$ cat src/rtl/erc_pkg.sv
package erc_pkg;

    // default depth of the rotation chain
    localparam int CORDIC_STAGES_DEF = 32;

    // field widths
    localparam int LAT_W  = 24;
    localparam int SEMI_W = 34;
    localparam int E2_W   = 32;
    localparam int RAD_W  = 40;

    // internal widths and chain lengths
    localparam int ANG_W      = 44;
    localparam int ROOT_W     = 64;
    localparam int ROOT_STEPS = 32;
    localparam int DIV_N_W    = 97;
    localparam int DIV_D_W    = 64;
    localparam int DIV_STEPS  = DIV_N_W;

    typedef logic signed [ANG_W-1:0] ang_t;

    // configuration register indexes
    typedef enum logic [0:0] {
        CFG_SEMI_MAJOR = 1'b0,
        CFG_ECC_SQ     = 1'b1
    } cfg_index_t;

    localparam logic [SEMI_W-1:0] SEMI_RESET = 34'd6378137000;
    localparam logic [E2_W-1:0]   E2_RESET   = 32'd28752143;

    localparam logic [22:0] QUARTER_TURN_Q16 = 23'd5898240;
    localparam logic [23:0] HALF_TURN_Q16    = 24'd11796480;
    localparam ang_t        K_Q40            = 44'sd667681663043;

    // restoring division, used only for constants
    function automatic logic [63:0] udiv(input logic [63:0] n, input logic [63:0] d);
        logic [63:0] q;
        logic [63:0] r;
        q = '0;
        r = '0;
        for (int i = 63; i >= 0; i--) begin
            r = {r[62:0], n[i]};
            if (r >= d) begin
                r = r - d;
                q[i] = 1'b1;
            end
        end
        return q;
    endfunction

    // atan(1/m) in q60 from its alternating series
    function automatic logic [63:0] atan_inv_q60(input logic [63:0] m);
        logic [63:0] t;
        logic [63:0] sum;
        logic [63:0] term;
        t = udiv(64'd1 << 60, m);
        sum = '0;
        for (int k = 0; k < 64; k++) begin
            if (t != 64'd0) begin
                term = udiv(t, 64'(2 * k + 1));
                if ((k & 1) == 0) begin
                    sum = sum + term;
                end else begin
                    sum = sum - term;
                end
                t = udiv(udiv(t, m), m);
            end
        end
        return sum;
    endfunction

    function automatic logic [63:0] pi4_q60();
        return 64'd4 * atan_inv_q60(64'd5) - atan_inv_q60(64'd239);
    endfunction

    // atan(2^-i) in q40
    function automatic logic [63:0] atan_pow2_q40(input int i);
        logic [63:0] v;
        if (i == 0) begin
            v = pi4_q60();
        end else if (i < 60) begin
            v = atan_inv_q60(64'd1 << i);
        end else begin
            v = '0;
        end
        return (v + (64'd1 << 19)) >> 20;
    endfunction

    // pi/180 in q45
    function automatic logic [63:0] deg2rad_q45();
        return udiv(((64'd4 * pi4_q60()) >> 15) + 64'd90, 64'd180);
    endfunction

    localparam logic [39:0] DEG2RAD_Q45 = 40'(deg2rad_q45());

    // rotation cell state
    typedef struct packed {
        ang_t x;
        ang_t y;
        ang_t z;
    } cordic_t;

    // square root lane state
    typedef struct packed {
        logic [ROOT_W-1:0] n;
        logic [ROOT_W-1:0] r;
    } root_t;

    // long division lane state
    typedef struct packed {
        logic [DIV_N_W-1:0] num;
        logic [DIV_D_W-1:0] den;
        logic [DIV_D_W-1:0] rem;
        logic [RAD_W-1:0]   quo;
        logic               ovf;
    } div_lane_t;

    // one result
    typedef struct packed {
        logic [RAD_W-1:0] meridional;
        logic [RAD_W-1:0] transverse;
        logic [RAD_W-1:0] conformal;
        logic             saturated;
    } result_t;

endpackage

$ cat src/rtl/erc_cordic_cell.sv
module erc_cordic_cell #(
    parameter int STAGE = 0
) (
    input  logic             aclk,
    input  logic             en,
    input  erc_pkg::cordic_t in_data,
    output erc_pkg::cordic_t out_data
);

    localparam erc_pkg::ang_t ATAN = erc_pkg::ang_t'(erc_pkg::atan_pow2_q40(STAGE));

    erc_pkg::ang_t    xi;
    erc_pkg::ang_t    yi;
    erc_pkg::ang_t    zi;
    erc_pkg::ang_t    dx;
    erc_pkg::ang_t    dy;
    erc_pkg::cordic_t cell_next;
    erc_pkg::cordic_t cell_reg;

    // one micro-rotation toward zero residual angle
    always_comb begin
        xi = in_data.x;
        yi = in_data.y;
        zi = in_data.z;
        dx = yi >>> STAGE;
        dy = xi >>> STAGE;
        if (!zi[erc_pkg::ANG_W-1]) begin
            cell_next.x = xi - dx;
            cell_next.y = yi + dy;
            cell_next.z = zi - ATAN;
        end else begin
            cell_next.x = xi + dx;
            cell_next.y = yi - dy;
            cell_next.z = zi + ATAN;
        end
    end

    always_ff @(posedge aclk) begin
        if (en) begin
            cell_reg <= cell_next;
        end
    end

    assign out_data = cell_reg;

endmodule

$ cat config.mk
export PLATFORM = sky130hd
export DESIGN_NAME = erc_cordic_cell
export DESIGN_NICKNAME = d
export VERILOG_FILES = /design/src/rtl/erc_pkg.sv /design/src/rtl/erc_cordic_cell.sv
export SDC_FILE = /design/constraint.sdc
export NUM_CORES = 1
export LEC_CHECK = 0
export ABC_CLOCK_PERIOD_IN_PS = 5400
export BUFFER_PORTS_ARGS = -buffer_cell sky130_fd_sc_hd__clkbuf_2
export CAP_MARGIN = 10
export CORE_ASPECT_RATIO = 1.1
export CORE_UTILIZATION = 25
export DETAILED_ROUTE_END_ITERATION = 10
export SLEW_MARGIN = 20
export SYNTH_ARGS = -nofsm -noshare
export SYNTH_HDL_FRONTEND = slang
export SYNTH_SLANG_ARGS = --single-unit
$ cat constraint.sdc
create_clock -name aclk -period 5.4 [get_ports aclk]
set_input_delay 0 -clock aclk [delete_from_list [all_inputs] [get_ports aclk]]
set_output_delay 0 -clock aclk [all_outputs]
set_load 0.005 [all_outputs]
==> results.md <==
* GR Util met1 at 22.5%
* Share of layout cells above drive strength 1 at 17.3%
* Number of synthesized register bits at 131
* Register area share after synthesis at 28.0%
* Antenna diode count at 0
* Max cap viols at 0
* Starting Density at 25.4%
* Leak at 7.45 nW
* Final Net Count at 2197
* CTS buffer count at 17
* EDFF count, synth at 131
* Rows at 90
* Chip Width at 228 um
* Area delta synth->final at 19.8%
* Max IR drop VDD at 0.235 mV
* Syn_area_per_cell at 8.45 sq um
* First-pass DRT Iterations at 5
* Fin crit share at 71.1%
* Worst-margin pin slew at 1.11 ns
* Critical path endpoint category: flip-flop
* Detailed Route WL at 52.0 mm
* WS Path Type: in2reg
* Die Y-Extent at 250 um
* Vias at 13600
* Status: completed
* GRT Resource Usage Total at 18.1%
* YS warnings at 0
* Hold WS at 0.0518 ns
* GR Layer Usage met3 at 4.10%
* GR peak layer: met2
* Initial drt markers at 1036
* Clock buffer depth at 2
* First-pass GRT wire length at 79.6 mm
* Drt wl/cell at 19.7 um
* Critical Path Fanout Max at 49
* GP Congestion at 0.910
* Cell Pwr Density at 267 nW/um^2
* Worst Hold Class: in2reg
* I/O pin total at 266
* Placed cell count at 2599
* Fin. Hold Viols at 0
* Core area at 55200 sq um
* Peak Freq at 260 MHz
* CP required at 5.63 ns
* Post-Syn Area at 14000 sq um
* Clock root cell: clkbuf_16
* Post-layout min period at 3.84 ns
* Slew margin rel. at 24.0%
* TritonCTS clock tree: yes
* Detail Placement HPWL at 41.7 mm
* Dominant synthesized flop cell: edfxtp_1
* CP startpoint kind: primary input
* GR Util met2 at 30.4%
* Synth cell types at 84
* Final setup TNS at 0 ns
* Dpl cell area at 16000 sq um
* RSZ-0062 raised after global routing: false
* Post-CTS sizing at 0
* Port Buffer Count at 265
* Count of final setup violators at 0
* # fillers at 5946
* Post-Synthesis Cells at 1660
* Die area at 57100 sq um
* Mapped Nets at 1969
* Clock H-tree levels at 4
* Finished Layout Cells at 2637
* Initial antenna violation count at 2
* Final instance area at 16800 sq um
* GR Overflow Total at 0
* Final Max Tran Viols at 0
* Async SR Flop Fraction at 0%
* Post-detailed-route count of antenna-violating nets at 0
* CP Data Arrival Time at 4.07 ns
* Clock-pin slew on the worst setup and hold paths at 0.06 ns
* Largest net degree at the start of global routing at 90
* Largest register FFs at 131
* Vias/cell at 5.14
* Residual DRC at 0
* Vias in the first global route at 13500
* Clock sink count at 131
## cell type report
| class | instances | area, sq um | share of cell area (%) |
|---|---|---|---|
| clock inverters | 15 | 277 | 1.65 |
| well taps | 736 | 921 | 5.48 |
| repair buffers | 275 | 1430 | 8.48 |
| clock buffers | 17 | 425 | 2.53 |
| multi-input cells | 1320 | 9290 | 55.3 |
| flip-flops and latches | 131 | 3930 | 23.4 |
| inverters | 143 | 537 | 3.19 |
## report_power, final
part / internal (W) / switching [W]
Combinational: 0.000631 / 0.00101
Clock: 0.000917 / 0.000521
Sequential: 0.00136 / 0.0000569
## critical path, cell delays in order
cell	delay, ns
buf_4	0.47
inv_2	0.48
fa_1	0.57
a211oi_1	0.34
o21ai_1	0.16
a32oi_1	0.36
a31oi_1	0.24
nor2_2	0.25
a21oi_1	0.12
a41o_1	0.30
a221o_1	0.38
a21o_1	0.20
xor2_1	0.14
## kinds of logic after synthesis
| kind of cell | share of synthesized area (%) |
|---|---|
| AOI/OAI and AO/OA | 27.9 |
| and+or+nand+nor | 13.2 |
| buffers and inverters | 5.74 |
| adders and majority gates | 15.8 |
| DFF | 28.0 |
| xor gates and xnor gates | 7.68 |
| muxes | 1.57 |
## synth_stat cells, drive strengths merged (8+ instances only)
master | n | area, sq um
nor4 | 13 | 81.3
o31ai | 16 | 120
a211oi | 19 | 153
nand3 | 29 | 145
o21bai | 49 | 375
o21a | 22 | 165
mux2i | 22 | 220
xor2 | 25 | 219
clkbuf | 48 | 180
o21ai | 107 | 539
o211ai | 13 | 103
a21oi | 216 | 1080
xnor2 | 98 | 858
ha | 171 | 2140
a31oi | 17 | 106
a21o | 68 | 510
and2 | 9 | 56.3
nor3 | 22 | 110
inv | 137 | 514
and3 | 8 | 51.3
edfxtp | 131 | 3930
a2111oi | 11 | 104
nand2b | 18 | 113
nor2 | 135 | 509
nand2 | 93 | 349
buf | 18 | 88.8
nor2b | 19 | 121
nand4 | 20 | 125
## per-layer routing
| metal | part of all wire (%) | wire length [um] |
|---|---|---|
| met4 | 2.9 | 1530 |
| met2 | 48 | 24900 |
| met1 | 43 | 22400 |
| met3 | 6.1 | 3170 |
| met5 | 0.052 | 27 |
## stage by stage
step | setup slack [ns] | power, W | util [%]
final | 1.56 | 0.00449 | 30.5
after global routing | 1.36 | 0.00475 | 30.5
after CTS | 1.67 | 0.00455 | 30.5
after detailed placement | 1.13 | 0.00306 | 29.1
after global placement | 1.15 | 0.00305 | 29.1
after floorplan | 1.62 | 0.00242 | -
## final timing paths
check | start | endpoint | slack, ns | depth (start not counted)
worst max-delay path | in_data[43] | out_data[38] | 1.56 | 13
worst min-delay path | in_data[21] | out_data[21] | 0.05 | 3
## timing repair
item                      CTS  global route
hold endpoints to repair    7             0
buffers inserted            0             0
hold buffers                6             0
## placed cells by master (no fill, tap or decap), types with 68 or more instances in the layout
| master | count |
|---|---|
| nand2_1 | 93 |
| ha_1 | 171 |
| a21o_1 | 68 |
| edfxtp_1 | 131 |
| xnor2_1 | 98 |
| a21oi_1 | 216 |
| clkbuf_2 | 263 |
| o21ai_0 | 84 |
| nor2_1 | 134 |
| inv_1 | 132 |
Power figures use the tool's default switching activity.
