File: config.mk
export PLATFORM = sky130hd
export DESIGN_NAME = erc_div_cell
export DESIGN_NICKNAME = d
export VERILOG_FILES = /design/src/rtl/erc_pkg.sv /design/src/rtl/erc_div_cell.sv
export SDC_FILE = /design/constraint.sdc
export NUM_CORES = 1
export LEC_CHECK = 0
export ABC_AREA = 0
export BUFFER_PORTS_ARGS = -buffer_cell sky130_fd_sc_hd__buf_2
export CORE_AREA = 2 2 206 208
export DETAILED_ROUTE_END_ITERATION = 6
export DIE_AREA = 0 0 208 210
export MAX_ROUTING_LAYER = met4
export PLACE_DENSITY = 0.65
export SYNTH_ARGS = -nofsm -noshare
export SYNTH_HDL_FRONTEND = slang
export SYNTH_SLANG_ARGS = --single-unit
File: constraint.sdc
create_clock -name aclk -period 3 [get_ports aclk]
set_input_delay 0.6 -clock aclk [delete_from_list [all_inputs] [get_ports aclk]]
set_output_delay 0.6 -clock aclk [all_outputs]
set_load 0.01 [all_outputs]
File: src/rtl/erc_pkg.sv
package erc_pkg;

    // default depth of the rotation chain
    localparam int CORDIC_STAGES_DEF = 32;

    // field widths
    localparam int LAT_W  = 24;
    localparam int SEMI_W = 34;
    localparam int E2_W   = 32;
    localparam int RAD_W  = 40;

    // internal widths and chain lengths
    localparam int ANG_W      = 44;
    localparam int ROOT_W     = 64;
    localparam int ROOT_STEPS = 32;
    localparam int DIV_N_W    = 97;
    localparam int DIV_D_W    = 64;
    localparam int DIV_STEPS  = DIV_N_W;

    typedef logic signed [ANG_W-1:0] ang_t;

    // configuration register indexes
    typedef enum logic [0:0] {
        CFG_SEMI_MAJOR = 1'b0,
        CFG_ECC_SQ     = 1'b1
    } cfg_index_t;

    localparam logic [SEMI_W-1:0] SEMI_RESET = 34'd6378137000;
    localparam logic [E2_W-1:0]   E2_RESET   = 32'd28752143;

    localparam logic [22:0] QUARTER_TURN_Q16 = 23'd5898240;
    localparam logic [23:0] HALF_TURN_Q16    = 24'd11796480;
    localparam ang_t        K_Q40            = 44'sd667681663043;

    // restoring division, used only for constants
    function automatic logic [63:0] udiv(input logic [63:0] n, input logic [63:0] d);
        logic [63:0] q;
        logic [63:0] r;
        q = '0;
        r = '0;
        for (int i = 63; i >= 0; i--) begin
            r = {r[62:0], n[i]};
            if (r >= d) begin
                r = r - d;
                q[i] = 1'b1;
            end
        end
        return q;
    endfunction

    // atan(1/m) in q60 from its alternating series
    function automatic logic [63:0] atan_inv_q60(input logic [63:0] m);
        logic [63:0] t;
        logic [63:0] sum;
        logic [63:0] term;
        t = udiv(64'd1 << 60, m);
        sum = '0;
        for (int k = 0; k < 64; k++) begin
            if (t != 64'd0) begin
                term = udiv(t, 64'(2 * k + 1));
                if ((k & 1) == 0) begin
                    sum = sum + term;
                end else begin
                    sum = sum - term;
                end
                t = udiv(udiv(t, m), m);
            end
        end
        return sum;
    endfunction

    function automatic logic [63:0] pi4_q60();
        return 64'd4 * atan_inv_q60(64'd5) - atan_inv_q60(64'd239);
    endfunction

    // atan(2^-i) in q40
    function automatic logic [63:0] atan_pow2_q40(input int i);
        logic [63:0] v;
        if (i == 0) begin
            v = pi4_q60();
        end else if (i < 60) begin
            v = atan_inv_q60(64'd1 << i);
        end else begin
            v = '0;
        end
        return (v + (64'd1 << 19)) >> 20;
    endfunction

    // pi/180 in q45
    function automatic logic [63:0] deg2rad_q45();
        return udiv(((64'd4 * pi4_q60()) >> 15) + 64'd90, 64'd180);
    endfunction

    localparam logic [39:0] DEG2RAD_Q45 = 40'(deg2rad_q45());

    // rotation cell state
    typedef struct packed {
        ang_t x;
        ang_t y;
        ang_t z;
    } cordic_t;

    // square root lane state
    typedef struct packed {
        logic [ROOT_W-1:0] n;
        logic [ROOT_W-1:0] r;
    } root_t;

    // long division lane state
    typedef struct packed {
        logic [DIV_N_W-1:0] num;
        logic [DIV_D_W-1:0] den;
        logic [DIV_D_W-1:0] rem;
        logic [RAD_W-1:0]   quo;
        logic               ovf;
    } div_lane_t;

    // one result
    typedef struct packed {
        logic [RAD_W-1:0] meridional;
        logic [RAD_W-1:0] transverse;
        logic [RAD_W-1:0] conformal;
        logic             saturated;
    } result_t;

endpackage

File: src/rtl/erc_div_cell.sv
module erc_div_cell #(
    parameter int STEP = 0
) (
    input  logic               aclk,
    input  logic               en,
    input  erc_pkg::div_lane_t in_data,
    output erc_pkg::div_lane_t out_data
);

    logic [erc_pkg::DIV_D_W:0] trial;
    logic                      ge;
    erc_pkg::div_lane_t        cell_next;
    erc_pkg::div_lane_t        cell_reg;

    // one quotient bit, overflow once a bit leaves the result width
    always_comb begin
        trial = {in_data.rem, in_data.num[erc_pkg::DIV_N_W-1-STEP]};
        ge    = trial >= {1'b0, in_data.den};
        cell_next     = in_data;
        cell_next.rem = ge ? erc_pkg::DIV_D_W'(trial - {1'b0, in_data.den})
                           : trial[erc_pkg::DIV_D_W-1:0];
        cell_next.quo = {in_data.quo[erc_pkg::RAD_W-2:0], ge};
        cell_next.ovf = in_data.ovf | in_data.quo[erc_pkg::RAD_W-1];
    end

    always_ff @(posedge aclk) begin
        if (en) begin
            cell_reg <= cell_next;
        end
    end

    assign out_data = cell_reg;

endmodule

==> results.toml <==
[logic_synthesis]
synth.distinct_cells = 76
synth_top_family_by_area = "compound AO/OA/AOI/OAI gates"
synth_simple_gate_area_share_pct = 10.66
synth_flop_cell = "edfxtp_1"
synth_area_leaders = "edfxtp_1 (62%), ha_1 (6.2%), a21oi_1 (4.1%), nor2_1 (2.7%), nand2_1 (2.6%)"
synth_area_sq_um = 12980
synth_fa_ha_area_share_pct = 6.325
async_flop_share_pct = 0
synth_xor_area_share_pct = 3.307
synth_fp_nets = 1403
ys_ff_latch = 266
yosysSeqAreaShare_pct = 61.55
synth_most_common_cell = "edfxtp_1"
synth_top_area_cell = "edfxtp_1"
synth_edf_count = 266
synth_commonest_cells = "edfxtp_1 (266), a21oi_1 (106), nor2_1 (93)"
ys_warn_count = 0
synth-compound-area-share_pct = 14.09
avgSynthCellArea_sq_um = 12.13
synth.area.mux_share_pct = 0.1639
netlist_instances = 1070
synth_top_cell_area_share_pct = 61.55

[global_routing]
antenna_found_initial = 14
gr-total-overflow = 0
grtUsageTotal_pct = 22.43
grt_pass1_wl_mm = 71.43
grt_pass1_vias = 11940
grt_max_degree = 67

[critical_path]
cp_top_family = "compound AO/OA/AOI/OAI gates"
cpMaxStageDelayCell = "o31ai_4"
critPathMaxStageDelay_ns = 0.32
crit_type = "in -> reg"
path_max_fanout = 7
endpoint_kind = "register"
required_ns = 3.29
cpMostUsedCell = "buf_12"
cp-start-kind = "input pin"
critPathBufInv = 5
cp.arrival_ns = 3.27
crit_path_start = "in_data[42]"
path_cells = "buf_2 > ha_4 > buf_4 > o21a_1 > o31a_1 > o31ai_4 > o21ba_4 > nor4_4 > o211ai_1 > a21oi_2 > nor2_4 > inv_8 > buf_12 > buf_12 > a31o_2"

[die]
initial_core_util_pct = 31.29
rows = 75
die_area_sq_um = 43680
ioPinCount = 534
die_w_microns = 208
core-area_sq_um = 41480
fp.dieH_microns = 210

[finish]
stdcell_count = 2475
largest_reg_flops = 266
utilization_pct = 48.62
seq_area_sq_um = 7988
area_growth_pct = 55.38
multi_input_area_sq_um = 5036
layout.nets = 2228
fillCellCount = 3858
drive_above_1_share_pct = 51.02

[placed_design]
post-place-ws_ns = -0.8552
gp_congestion = 0.8917
portBuffers = 533
dp_hpwl_mm = 40.15
placed_cells = 2389

[route]
dr.first_iter.drc_count = 777
wl_per_cell_microns = 20.33
routed_wl_mm = 50.31
vias = 11780
wl_met3_mm = 3.451
highest_layer = "met4"
drc = 0
avgViaCountPerCell = 4.761
ant_nets = 0
met2_length_mm = 24.68
first_pass_iters = 5
wl_met1_mm = 20.20

[timing]
final.min_clock_period_ns = 2.976
slew_violations = 0
rsz0062_at_grt = "yes"
max_freq_ghz = 0.3361
holdWs_ns = 0.2388
setup_violations = 0
hold_viol_final = 0
relSlewSlack_pct = 66.40
worstMarginPinSlew_ns = 0.4987
fin_ws_ns = 0.02447
min_period_over_period_pct = 99.18

[cts]
ctsHoldBuffers = 0
tritoncts = "yes"
clk_pin_slew_ns = 0.06
cts_buffers = 34
clock-root-buffer = "clkbuf_16"
clock_sinks = 266
clock_path_buffers = 3
htree_levels = 2

[worst_hold_path]
min-delay-start = "in_data[256]"
min_path_cells = 1
hp-class = "in -> reg"
min_to = "out_data[256]"

[power_and_ir_drop]
vdd_drop_max_mv = 0.4030
power_mw = 11.35
powerDensity_nw_per_um2 = 562.8
leakagePower_nw = 9.121

[run]
max-cap-violations = 0

[status]
status = "completed"
-- metrics by stage --
step	area, sq um	TNS, ns
global placement	18480	-34.57
global route	20160	-1.534
floorplan	13120	-0.2012
CTS	19650	-0.05351
finish	20160	0
detailed placement	18480	-39.14
-- worst max-delay path by stage --
stage	end	slack, ns	cells past startpoint
final	out_data[101]	0.02	15
after global routing	out_data[42]	-0.1	16
after CTS	out_data[97]	-0.05	14
after detailed placement	out_data[97]	-0.86	14
after global placement	out_data[97]	-0.72	14
after floorplan	out_data[101]	-0.06	12
-- routing by layer --
metal / vias up / global-route usage (%)
met5: - / -
met4: 0 / 9.489
met3: 87 / 5.229
met2: 440 / 36.84
met1: 5608 / 26.52
li1: 5648 / -
-- what timing repair did --
| action | 4_1_cts | 5_1_grt |
|---|---|---|
| cloned | 0 | 1 |
| pin swaps | 6 | 18 |
| setup endpoints to repair | 52 | 64 |
| gates resized for setup | 14 | 83 |
| setup buffers | 3 | 6 |
-- where the power goes --
| group | switching (mW) | total [mW] | internal (mW) |
|---|---|---|---|
| combinational | 1.45 | 2.70 | 1.25 |
| sequential | 0.0964 | 4.63 | 4.53 |
| clock | 1.66 | 4.02 | 2.36 |
| total | 3.20 | 11.3 | 8.15 |
-- layout by cell type (no fill, tap or decap), types with 7 or more instances in the layout --
| cell type | Yosys | routed |
|---|---|---|
| ha_1 | 64 | 46 |
| nor2_2 | 0 | 13 |
| nand4_1 | 14 | 14 |
| nand2_1 | 91 | 90 |
| a21oi_1 | 106 | 101 |
| o21bai_1 | 8 | 7 |
| xnor2_1 | 22 | 21 |
| a21o_1 | 32 | 32 |
| and3_1 | 11 | 10 |
| o21ai_1 | 9 | 13 |
| o21a_1 | 8 | 8 |
| clkbuf_16 | 0 | 35 |
| o31ai_1 | 10 | 10 |
| xor2_1 | 27 | 27 |
| edfxtp_1 | 266 | 266 |
| buf_12 | 0 | 10 |
| clkinv_2 | 0 | 8 |
| o21ai_0 | 42 | 35 |
| diode_2 | 0 | 15 |
| buf_2 | 19 | 530 |
| buf_4 | 7 | 279 |
| a211oi_1 | 8 | 7 |
| o211ai_1 | 9 | 9 |
| inv_1 | 81 | 79 |
| nand2b_1 | 9 | 8 |
| ha_4 | 0 | 17 |
| nor3_1 | 8 | 7 |
| nor2_1 | 93 | 79 |
| nand3_1 | 19 | 17 |
-- final cells by class --
type	instances	share of cell area [%]
clock buffers	38	4.294
clock inverters	24	1.092
repair buffers	824	24.92
diodes	15	0.1862
well taps	539	3.345
inverters	82	1.576
multi-input cells	687	24.98
flip-flops and latches	266	39.61
-- kinds of logic (layout without fill, tap and decap cells) --
logic type | count (synthesis) | count (layout)
compound gates | 280 | 280
xor+xnor | 49 | 49
fa+ha+maj | 65 | 65
buf+inv | 117 | 968
flops | 266 | 266
mux | 2 | 2
other cells | 0 | 15
simple gates | 291 | 291
(Power assumes the default switching activity.)
