$ cat config.mk
export PLATFORM = sky130hd
export DESIGN_NAME = erc_sqrt_cell
export DESIGN_NICKNAME = d
export VERILOG_FILES = /design/src/rtl/erc_pkg.sv /design/src/rtl/erc_sqrt_cell.sv
export SDC_FILE = /design/constraint.sdc
export NUM_CORES = 1
export LEC_CHECK = 0
export BUFFER_PORTS_ARGS = -buffer_cell sky130_fd_sc_hd__buf_2
export CAP_MARGIN = 20
export CORE_MARGIN = 10
export CORE_UTILIZATION = 40
export DETAILED_ROUTE_END_ITERATION = 10
export PLACE_DENSITY_LB_ADDON = 0.1
export SLEW_MARGIN = 30
export SYNTH_ARGS = -nofsm -noshare
export SYNTH_HDL_FRONTEND = slang
export SYNTH_SLANG_ARGS = --single-unit
$ cat constraint.sdc
create_clock -name aclk -period 4.6 [get_ports aclk]
set_input_delay 1.15 -clock aclk [delete_from_list [all_inputs] [get_ports aclk]]
set_output_delay 1.15 -clock aclk [all_outputs]
set_load 0.005 [all_outputs]
$ cat src/rtl/erc_pkg.sv
package erc_pkg;

    // default depth of the rotation chain
    localparam int CORDIC_STAGES_DEF = 32;

    // field widths
    localparam int LAT_W  = 24;
    localparam int SEMI_W = 34;
    localparam int E2_W   = 32;
    localparam int RAD_W  = 40;

    // internal widths and chain lengths
    localparam int ANG_W      = 44;
    localparam int ROOT_W     = 64;
    localparam int ROOT_STEPS = 32;
    localparam int DIV_N_W    = 97;
    localparam int DIV_D_W    = 64;
    localparam int DIV_STEPS  = DIV_N_W;

    typedef logic signed [ANG_W-1:0] ang_t;

    // configuration register indexes
    typedef enum logic [0:0] {
        CFG_SEMI_MAJOR = 1'b0,
        CFG_ECC_SQ     = 1'b1
    } cfg_index_t;

    localparam logic [SEMI_W-1:0] SEMI_RESET = 34'd6378137000;
    localparam logic [E2_W-1:0]   E2_RESET   = 32'd28752143;

    localparam logic [22:0] QUARTER_TURN_Q16 = 23'd5898240;
    localparam logic [23:0] HALF_TURN_Q16    = 24'd11796480;
    localparam ang_t        K_Q40            = 44'sd667681663043;

    // restoring division, used only for constants
    function automatic logic [63:0] udiv(input logic [63:0] n, input logic [63:0] d);
        logic [63:0] q;
        logic [63:0] r;
        q = '0;
        r = '0;
        for (int i = 63; i >= 0; i--) begin
            r = {r[62:0], n[i]};
            if (r >= d) begin
                r = r - d;
                q[i] = 1'b1;
            end
        end
        return q;
    endfunction

    // atan(1/m) in q60 from its alternating series
    function automatic logic [63:0] atan_inv_q60(input logic [63:0] m);
        logic [63:0] t;
        logic [63:0] sum;
        logic [63:0] term;
        t = udiv(64'd1 << 60, m);
        sum = '0;
        for (int k = 0; k < 64; k++) begin
            if (t != 64'd0) begin
                term = udiv(t, 64'(2 * k + 1));
                if ((k & 1) == 0) begin
                    sum = sum + term;
                end else begin
                    sum = sum - term;
                end
                t = udiv(udiv(t, m), m);
            end
        end
        return sum;
    endfunction

    function automatic logic [63:0] pi4_q60();
        return 64'd4 * atan_inv_q60(64'd5) - atan_inv_q60(64'd239);
    endfunction

    // atan(2^-i) in q40
    function automatic logic [63:0] atan_pow2_q40(input int i);
        logic [63:0] v;
        if (i == 0) begin
            v = pi4_q60();
        end else if (i < 60) begin
            v = atan_inv_q60(64'd1 << i);
        end else begin
            v = '0;
        end
        return (v + (64'd1 << 19)) >> 20;
    endfunction

    // pi/180 in q45
    function automatic logic [63:0] deg2rad_q45();
        return udiv(((64'd4 * pi4_q60()) >> 15) + 64'd90, 64'd180);
    endfunction

    localparam logic [39:0] DEG2RAD_Q45 = 40'(deg2rad_q45());

    // rotation cell state
    typedef struct packed {
        ang_t x;
        ang_t y;
        ang_t z;
    } cordic_t;

    // square root lane state
    typedef struct packed {
        logic [ROOT_W-1:0] n;
        logic [ROOT_W-1:0] r;
    } root_t;

    // long division lane state
    typedef struct packed {
        logic [DIV_N_W-1:0] num;
        logic [DIV_D_W-1:0] den;
        logic [DIV_D_W-1:0] rem;
        logic [RAD_W-1:0]   quo;
        logic               ovf;
    } div_lane_t;

    // one result
    typedef struct packed {
        logic [RAD_W-1:0] meridional;
        logic [RAD_W-1:0] transverse;
        logic [RAD_W-1:0] conformal;
        logic             saturated;
    } result_t;

endpackage

$ cat src/rtl/erc_sqrt_cell.sv
module erc_sqrt_cell #(
    parameter int STEP = 0
) (
    input  logic           aclk,
    input  logic           en,
    input  erc_pkg::root_t in_data,
    output erc_pkg::root_t out_data
);

    localparam logic [erc_pkg::ROOT_W-1:0] BIT = 64'd1 << (62 - 2 * STEP);

    logic [erc_pkg::ROOT_W-1:0] trial;
    erc_pkg::root_t             cell_next;
    erc_pkg::root_t             cell_reg;

    // one result bit of the digit-by-digit root
    always_comb begin
        trial = in_data.r + BIT;
        if (in_data.n >= trial) begin
            cell_next.n = in_data.n - trial;
            cell_next.r = (in_data.r >> 1) + BIT;
        end else begin
            cell_next.n = in_data.n;
            cell_next.r = in_data.r >> 1;
        end
    end

    always_ff @(posedge aclk) begin
        if (en) begin
            cell_reg <= cell_next;
        end
    end

    assign out_data = cell_reg;

endmodule

==> summary.txt, run 1 <==
run status: completed
CTS Buf Count: 17
register bit total from synthesis: 128
pwr dens: 364.3 mW/mm²
share of cells above drive strength 1: 28.21%
post-synthesis instance area: 0.008610 mm²
slowest stage delay, CP: 0.63 ns
First-pass DRT Iterations: 5
Yosys cell types: 58
first-pass GRT wire length: 40240 µm
placed cell count: 1402
Finish-stage setup viols: 0
Post-CTS Hold Buffers: 0
Avg Inst Size Synth: 9.728 µm²
placed cell areas: 0.01028 mm²
cell chosen for the clock root: clkbuf_16
post-synth top area cell: edfxtp_1
DIE WIDTH: 166.7 µm
setup_tns: 0 ns
Leak: 5.034 nW
CP max-delay cell: o41ai_1
Synth-to-Final Area Change: 26.76%
postcts setup bufs: 0
post-route clock period utilization: 90.05%
row count: 53
DR WL/cell: 17.68 µm
DRC: 0
EDFF count, synth: 128
post-cts sizing count: 0
H-tree Lvls: 4
vias per cell: 5.175
GP Congestion: 0.8673
Die Area: 0.02779 mm²
yosys synthesis warning count: 0
Clock Tree Buf Depth: 2
CP endpoint kind: flip-flop
Worst Path Arrival: 4.43 ns
startpoint type of the worst setup path: input pin
RSZ-0062 raised after global routing: no
max_slew headroom: 37.09%
IO Pins: 258
Iter 0 DRT Violations: 380
post-route insts no fill: 1437
largest net degree at the start of global routing: 108
Vias: 7437
Post-Syn Nets: 1080
Slew Viols, Final: 0
Area contributors post-synth: edfxtp_1 (45%), ha_1 (9.3%), a21oi_1 (6.5%)
total global routing overflow: 0
Req. time, crit path: 4.88 ns
I/O Buffers: 257
final net count: 1341
Worst-Margin Slew: 0.9436 ns
max FFs per register: 128
achievable clock frequency: 241.4 MHz
Routed Antenna Nets: 0
Routed WL: 25400 µm
Worst Path Buf+Inv: 3
CTS tree: yes
critical path class: in2reg
Primary FF master, synth: edfxtp_1
minimum clock period: 4.142 ns
asr flop ratio synth: 0%
CP delay by family, top: compound AO/OA/AOI/OAI gates
Max rail drop VDD: 0.2307 mV
crit-path cells: buf_2 -> inv_1 -> ha_1 -> fa_1 -> nand2b_1 -> a21oi_1 -> o41ai_1 -> nor4bb_1 -> nor3_2 -> o21ai_1 -> o41ai_4 -> buf_12 -> nor4b_1 -> a311o_1 -> nor2_1
CP Max Fanout: 34
max_cap viols: 0
cell area after layout: 0.01091 mm²
DIE HEIGHT: 166.7 µm
DPL Wire Length: 20310 µm
# clock sinks: 128
Clk pin slew, worst setup/hold paths: 0.06 ns
GRT Util Overall: 17.78%
Seq/Total Area, Yosys: 44.64%
Fillers: 2047
post-synthesis cell count: 885
initial antenna violation count: 3
Final Hold Fails: 0
number of global-route vias before repair: 7517
Core Box Area: 0.02109 mm²
top-count cell post-synth: edfxtp_1
Worst Hold Class: in2reg
post-synth top area share: 44.64%
Initial Utilization: 40.83%
Commonest cells post-synth: edfxtp_1 (128), a21oi_1 (111), nor2_1 (82)
cell families (layout without fill, tap and decap cells):
group / after synthesis / in the layout / share of synthesized area (%)
DFF: 128 / 128 / 44.64
and+or+nand+nor: 234 / 234 / 13.18
buffers and inverters: 115 / 389 / 5.188
other: 0 / 3 / 0
muxes: 15 / 15 / 1.947
AOI/OAI and AO/OA: 272 / 272 / 19.81
adders and majority gates: 65 / 65 / 9.534
xor gates and xnor gates: 56 / 56 / 5.697
path summary, 6_finish.rpt:
| path | from | endpoint | cells after the start |
|---|---|---|---|
| setup / recovery | in_data[64] | out_data[125] | 15 |
| hold / removal | in_data[57] | out_data[56] | 1 |
layout make-up:
class                           instances  area, µm²  area share, %
Antenna cell                            3      7.507        0.06879
Inverter                               78      292.8          2.683
Tap cell                              275      344.1          3.153
Multi-Input combinational cell        642       4319          39.58
Timing Repair Buffer                  279       1485          13.61
Clock buffer                           19      432.9          3.967
Clock inverter                         13      187.7          1.720
Sequential cell                       128       3844          35.22
placed cells by master, fill, tap and decap left out, types with 10 or more instances in the layout:
cell type | netlist | final
a21oi_1 | 111 | 111
nand4_1 | 18 | 18
mux2_2 | 10 | 10
o21bai_1 | 11 | 11
xnor2_1 | 36 | 36
nor3_1 | 11 | 11
and2_1 | 10 | 10
buf_4 | 0 | 20
inv_1 | 78 | 78
nor2b_1 | 10 | 10
edfxtp_1 | 128 | 128
ha_1 | 64 | 64
nor2_1 | 82 | 82
nand3_1 | 14 | 14
buf_2 | 11 | 256
a21o_1 | 49 | 49
and3_1 | 13 | 13
clkbuf_16 | 0 | 17
nand2_1 | 52 | 52
o21ai_0 | 40 | 40
xor2_1 | 20 | 20
power by group:
part	switching, mW	leakage (nW)	internal, mW
registers	0.0326	1.25	1.46
clock network	0.540	0.283	0.908
logic	0.580	3.50	0.457
total	1.15	5.03	2.82
through the flow:
step	setup WS [ns]	util [%]	total power [mW]	hold WS (ns)
finish	0.4576	51.75	3.975	0.9105
CTS	0.4724	51.70	4.016	0.8942
global placement	0.1829	48.76	2.550	1.342
floorplan	0.5866	-	2.134	1.249
detailed placement	0.04168	48.76	2.557	1.343
global route	0.1308	51.71	4.194	0.8911
metal layers:
metal / part of all wire, % / global-route usage [%] / vias to the layer above
li1: - / - / 3767
met1: 46 / 22.70 / 3420
met2: 46 / 28.44 / 229
met3: 7.5 / 5.860 / 19
met4: 0.83 / 4.353 / 2
met5: 0.051 / 0 / -
(Power assumes the default switching activity.)
==> inputs of run 2 (changes only) <==
Settings changed: CELL_PAD_IN_SITES_DETAIL_PLACEMENT set to 1, CELL_PAD_IN_SITES_GLOBAL_PLACEMENT set to 1.
==> run 2 against run 1 <==
Against the previous run:
- clock power down 7%
- maximum frequency fell by 1.6%
- cell count rose by 0.63%
- sequential share of layout area fell by 0.097 points
- critical endpoint unchanged
- hold slack lost 0.0061 ns
- first-iteration DRC count down 16%
- final area rose by 0.27%
- die area did not move
- largest cell class unchanged
- via count grew 3.3%
- core utilization up 0.14 points
- routed wire length rose by 8.9%
- highest routed layer is now met4
- clock-buffer cell count stayed put
- largest power group unchanged
==> summary.txt, run 2 (same netlist as run 1, synthesis figures left out) <==
run status: completed
wl on met1: 12270 µm (+5.8%)
setup ws final: 0.3885 ns (-0.06908 ns)
placed cell count: 1411 (+0.64%)
Synth-to-Final Area Change: 27.10%
Multi-input gate area: 0.004319 mm² (unchanged)
CTS tree: yes
Iter 0 DRT Violations: 320 (-16%)
H-tree Lvls: 4 (unchanged)
Core Box Area: 0.02109 mm² (unchanged)
achievable clock frequency: 237.4 MHz (-1.6%)
share of cells above drive strength 1: 28.77% (+0.55 points)
Routed Antenna Nets: 0 (unchanged)
postcts setup bufs: 0 (unchanged)
first-pass GRT wire length: 43900 µm (+9.1%)
Worst Path Arrival: 4.49 ns (+0.06 ns)
Die Area: 0.02779 mm² (unchanged)
DPL Wire Length: 22430 µm (+10%)
Worst Hold Class: in2reg
startpoint type of the worst setup path: input pin
vias per cell: 5.314 (+2.7%)
CP Max Fanout: 19 (-44%)
HP Start: in_data[51]
critical path class: in2reg
commonest non-fill, non-tap cell in the layout: buf_2
Max rail drop VDD: 0.2547 mV (+10%)
Fillers: 2491 (+22%)
Initial Utilization: 40.83% (unchanged)
CP endpoint kind: flip-flop
DIE WIDTH: 166.7 µm (unchanged)
max_slew headroom: 47.63% (+11 points)
max_cap viols: 0 (unchanged)
DR WL/cell: 19.13 µm (+8.2%)
initial antenna violation count: 3 (unchanged)
post-cts sizing count: 0 (unchanged)
cell chosen for the clock root: clkbuf_16
Finish-stage setup viols: 0 (unchanged)
crit-path cells: buf_2 -> inv_1 -> ha_1 -> fa_1 -> nand2b_1 -> a21oi_1 -> o41ai_1 -> nor4bb_1 -> nor3_2 -> o21ai_1 -> o41ai_4 -> buf_12 -> nor4b_1 -> a311o_1 -> nor2_1
DRC: 0 (unchanged)
minimum clock period: 4.211 ns (+0.06908 ns)
Req. time, crit path: 4.88 ns (about the same)
cell area after layout: 0.01094 mm² (+0.27%)
Register Area: 0.003844 mm² (unchanged)
slowest stage delay, CP: 0.70 ns (+0.07 ns)
pwr dens: 357.5 mW/mm² (-1.8%)
Clock Tree Buf Depth: 2 (unchanged)
post-route insts no fill: 1446 (+0.63%)
total global routing overflow: 0 (unchanged)
hold slack: 0.9044 ns (-0.006124 ns)
final net count: 1350 (+0.67%)
max FFs per register: 128 (unchanged)
post-route clock period utilization: 91.55% (+1.5 points)
Vias: 7684 (+3.3%)
setup_tns: 0 ns (unchanged)
number of global-route vias before repair: 7997 (+6.4%)
largest net degree at the start of global routing: 68 (-37%)
met3 routed WL: 1719 µm (-9.2%)
RSZ-0062 raised after global routing: no
IO Pins: 258 (unchanged)
GP Congestion: 0.8837 (+1.9%)
met2 wire len: 13340 µm (+14%)
CP max-delay cell: o41ai_1
I/O Buffers: 257 (unchanged)
fin util: 51.89% (+0.14 points)
crit path from: in_data[64]
Clk pin slew, worst setup/hold paths: 0.07 ns (about the same)
Pwr Total: 3.912 mW (-1.6%)
most frequent cells in the layout: buf_2 (256), edfxtp_1 (128), a21oi_1 (111)
worst slack at placement: -0.02411 ns (-0.06579 ns)
First-pass DRT Iterations: 4 (-1)
DIE HEIGHT: 166.7 µm (unchanged)
Post-CTS Hold Buffers: 0 (unchanged)
row count: 53 (unchanged)
placed cell areas: 0.01036 mm² (+0.78%)
CTS Buf Count: 17 (unchanged)
Final Hold Fails: 0 (unchanged)
Slew Viols, Final: 0 (unchanged)
Worst-Margin Slew: 0.7754 ns (-0.1682 ns)
GRT Util Overall: 19.34% (+1.6 points)
Max Used Layer: met4
Leak: 5.057 nW (+0.45%)
Routed WL: 27660 µm (+8.9%)
# clock sinks: 128 (unchanged)
run 2: cell count changes in the layout (fill, tap and decap cells not counted), sizes merged:
cell / previous run / this run
buf: 278 / 288
bufinv: 4 / 2
clkbuf: 20 / 19
clkinv: 3 / 4
clkinvlp: 5 / 6
run 2: area by class of cell:
| type | instances | area share [%] |
|---|---|---|
| Multi-Input combinational cell | 642 | 39.47 |
| Sequential cell | 128 | 35.12 |
| Timing Repair Buffer | 288 | 14.28 |
| Clock buffer | 19 | 3.956 |
| Tap cell | 275 | 3.144 |
| Inverter | 78 | 2.676 |
| Clock inverter | 13 | 1.281 |
| Antenna cell | 3 | 0.06860 |
run 2: final timing paths:
path,endpoint,slack (ns),depth (start not counted)
setup / recovery,out_data[125],0.39,15
hold / removal,out_data[50],0.90,1
run 2: routing by layer:
layer | GRT usage [%] | vias to the layer above
li1 | - | 3772
met1 | 24.21 | 3694
met2 | 32.24 | 193
met3 | 5.272 | 25
met4 | 5.002 | 0
met5 | 0 | -
run 2: where the power goes:
| group | switching, mW | internal, mW | total (mW) |
|---|---|---|---|
| registers | 0.0299 | 1.46 | 1.49 |
| clock network | 0.549 | 0.797 | 1.35 |
| logic | 0.609 | 0.470 | 1.08 |
| total | 1.19 | 2.72 | 3.91 |
run 2: critical path: cells and delay by family:
| kind | cells | cell delay [ns] |
|---|---|---|
| AO/OA/AOI/OAI | 5 | 1.49 |
| adder cells (fa/ha/maj) | 2 | 0.43 |
| buffers and inverters | 3 | 0.33 |
| AND/OR/NAND/NOR | 5 | 1.06 |
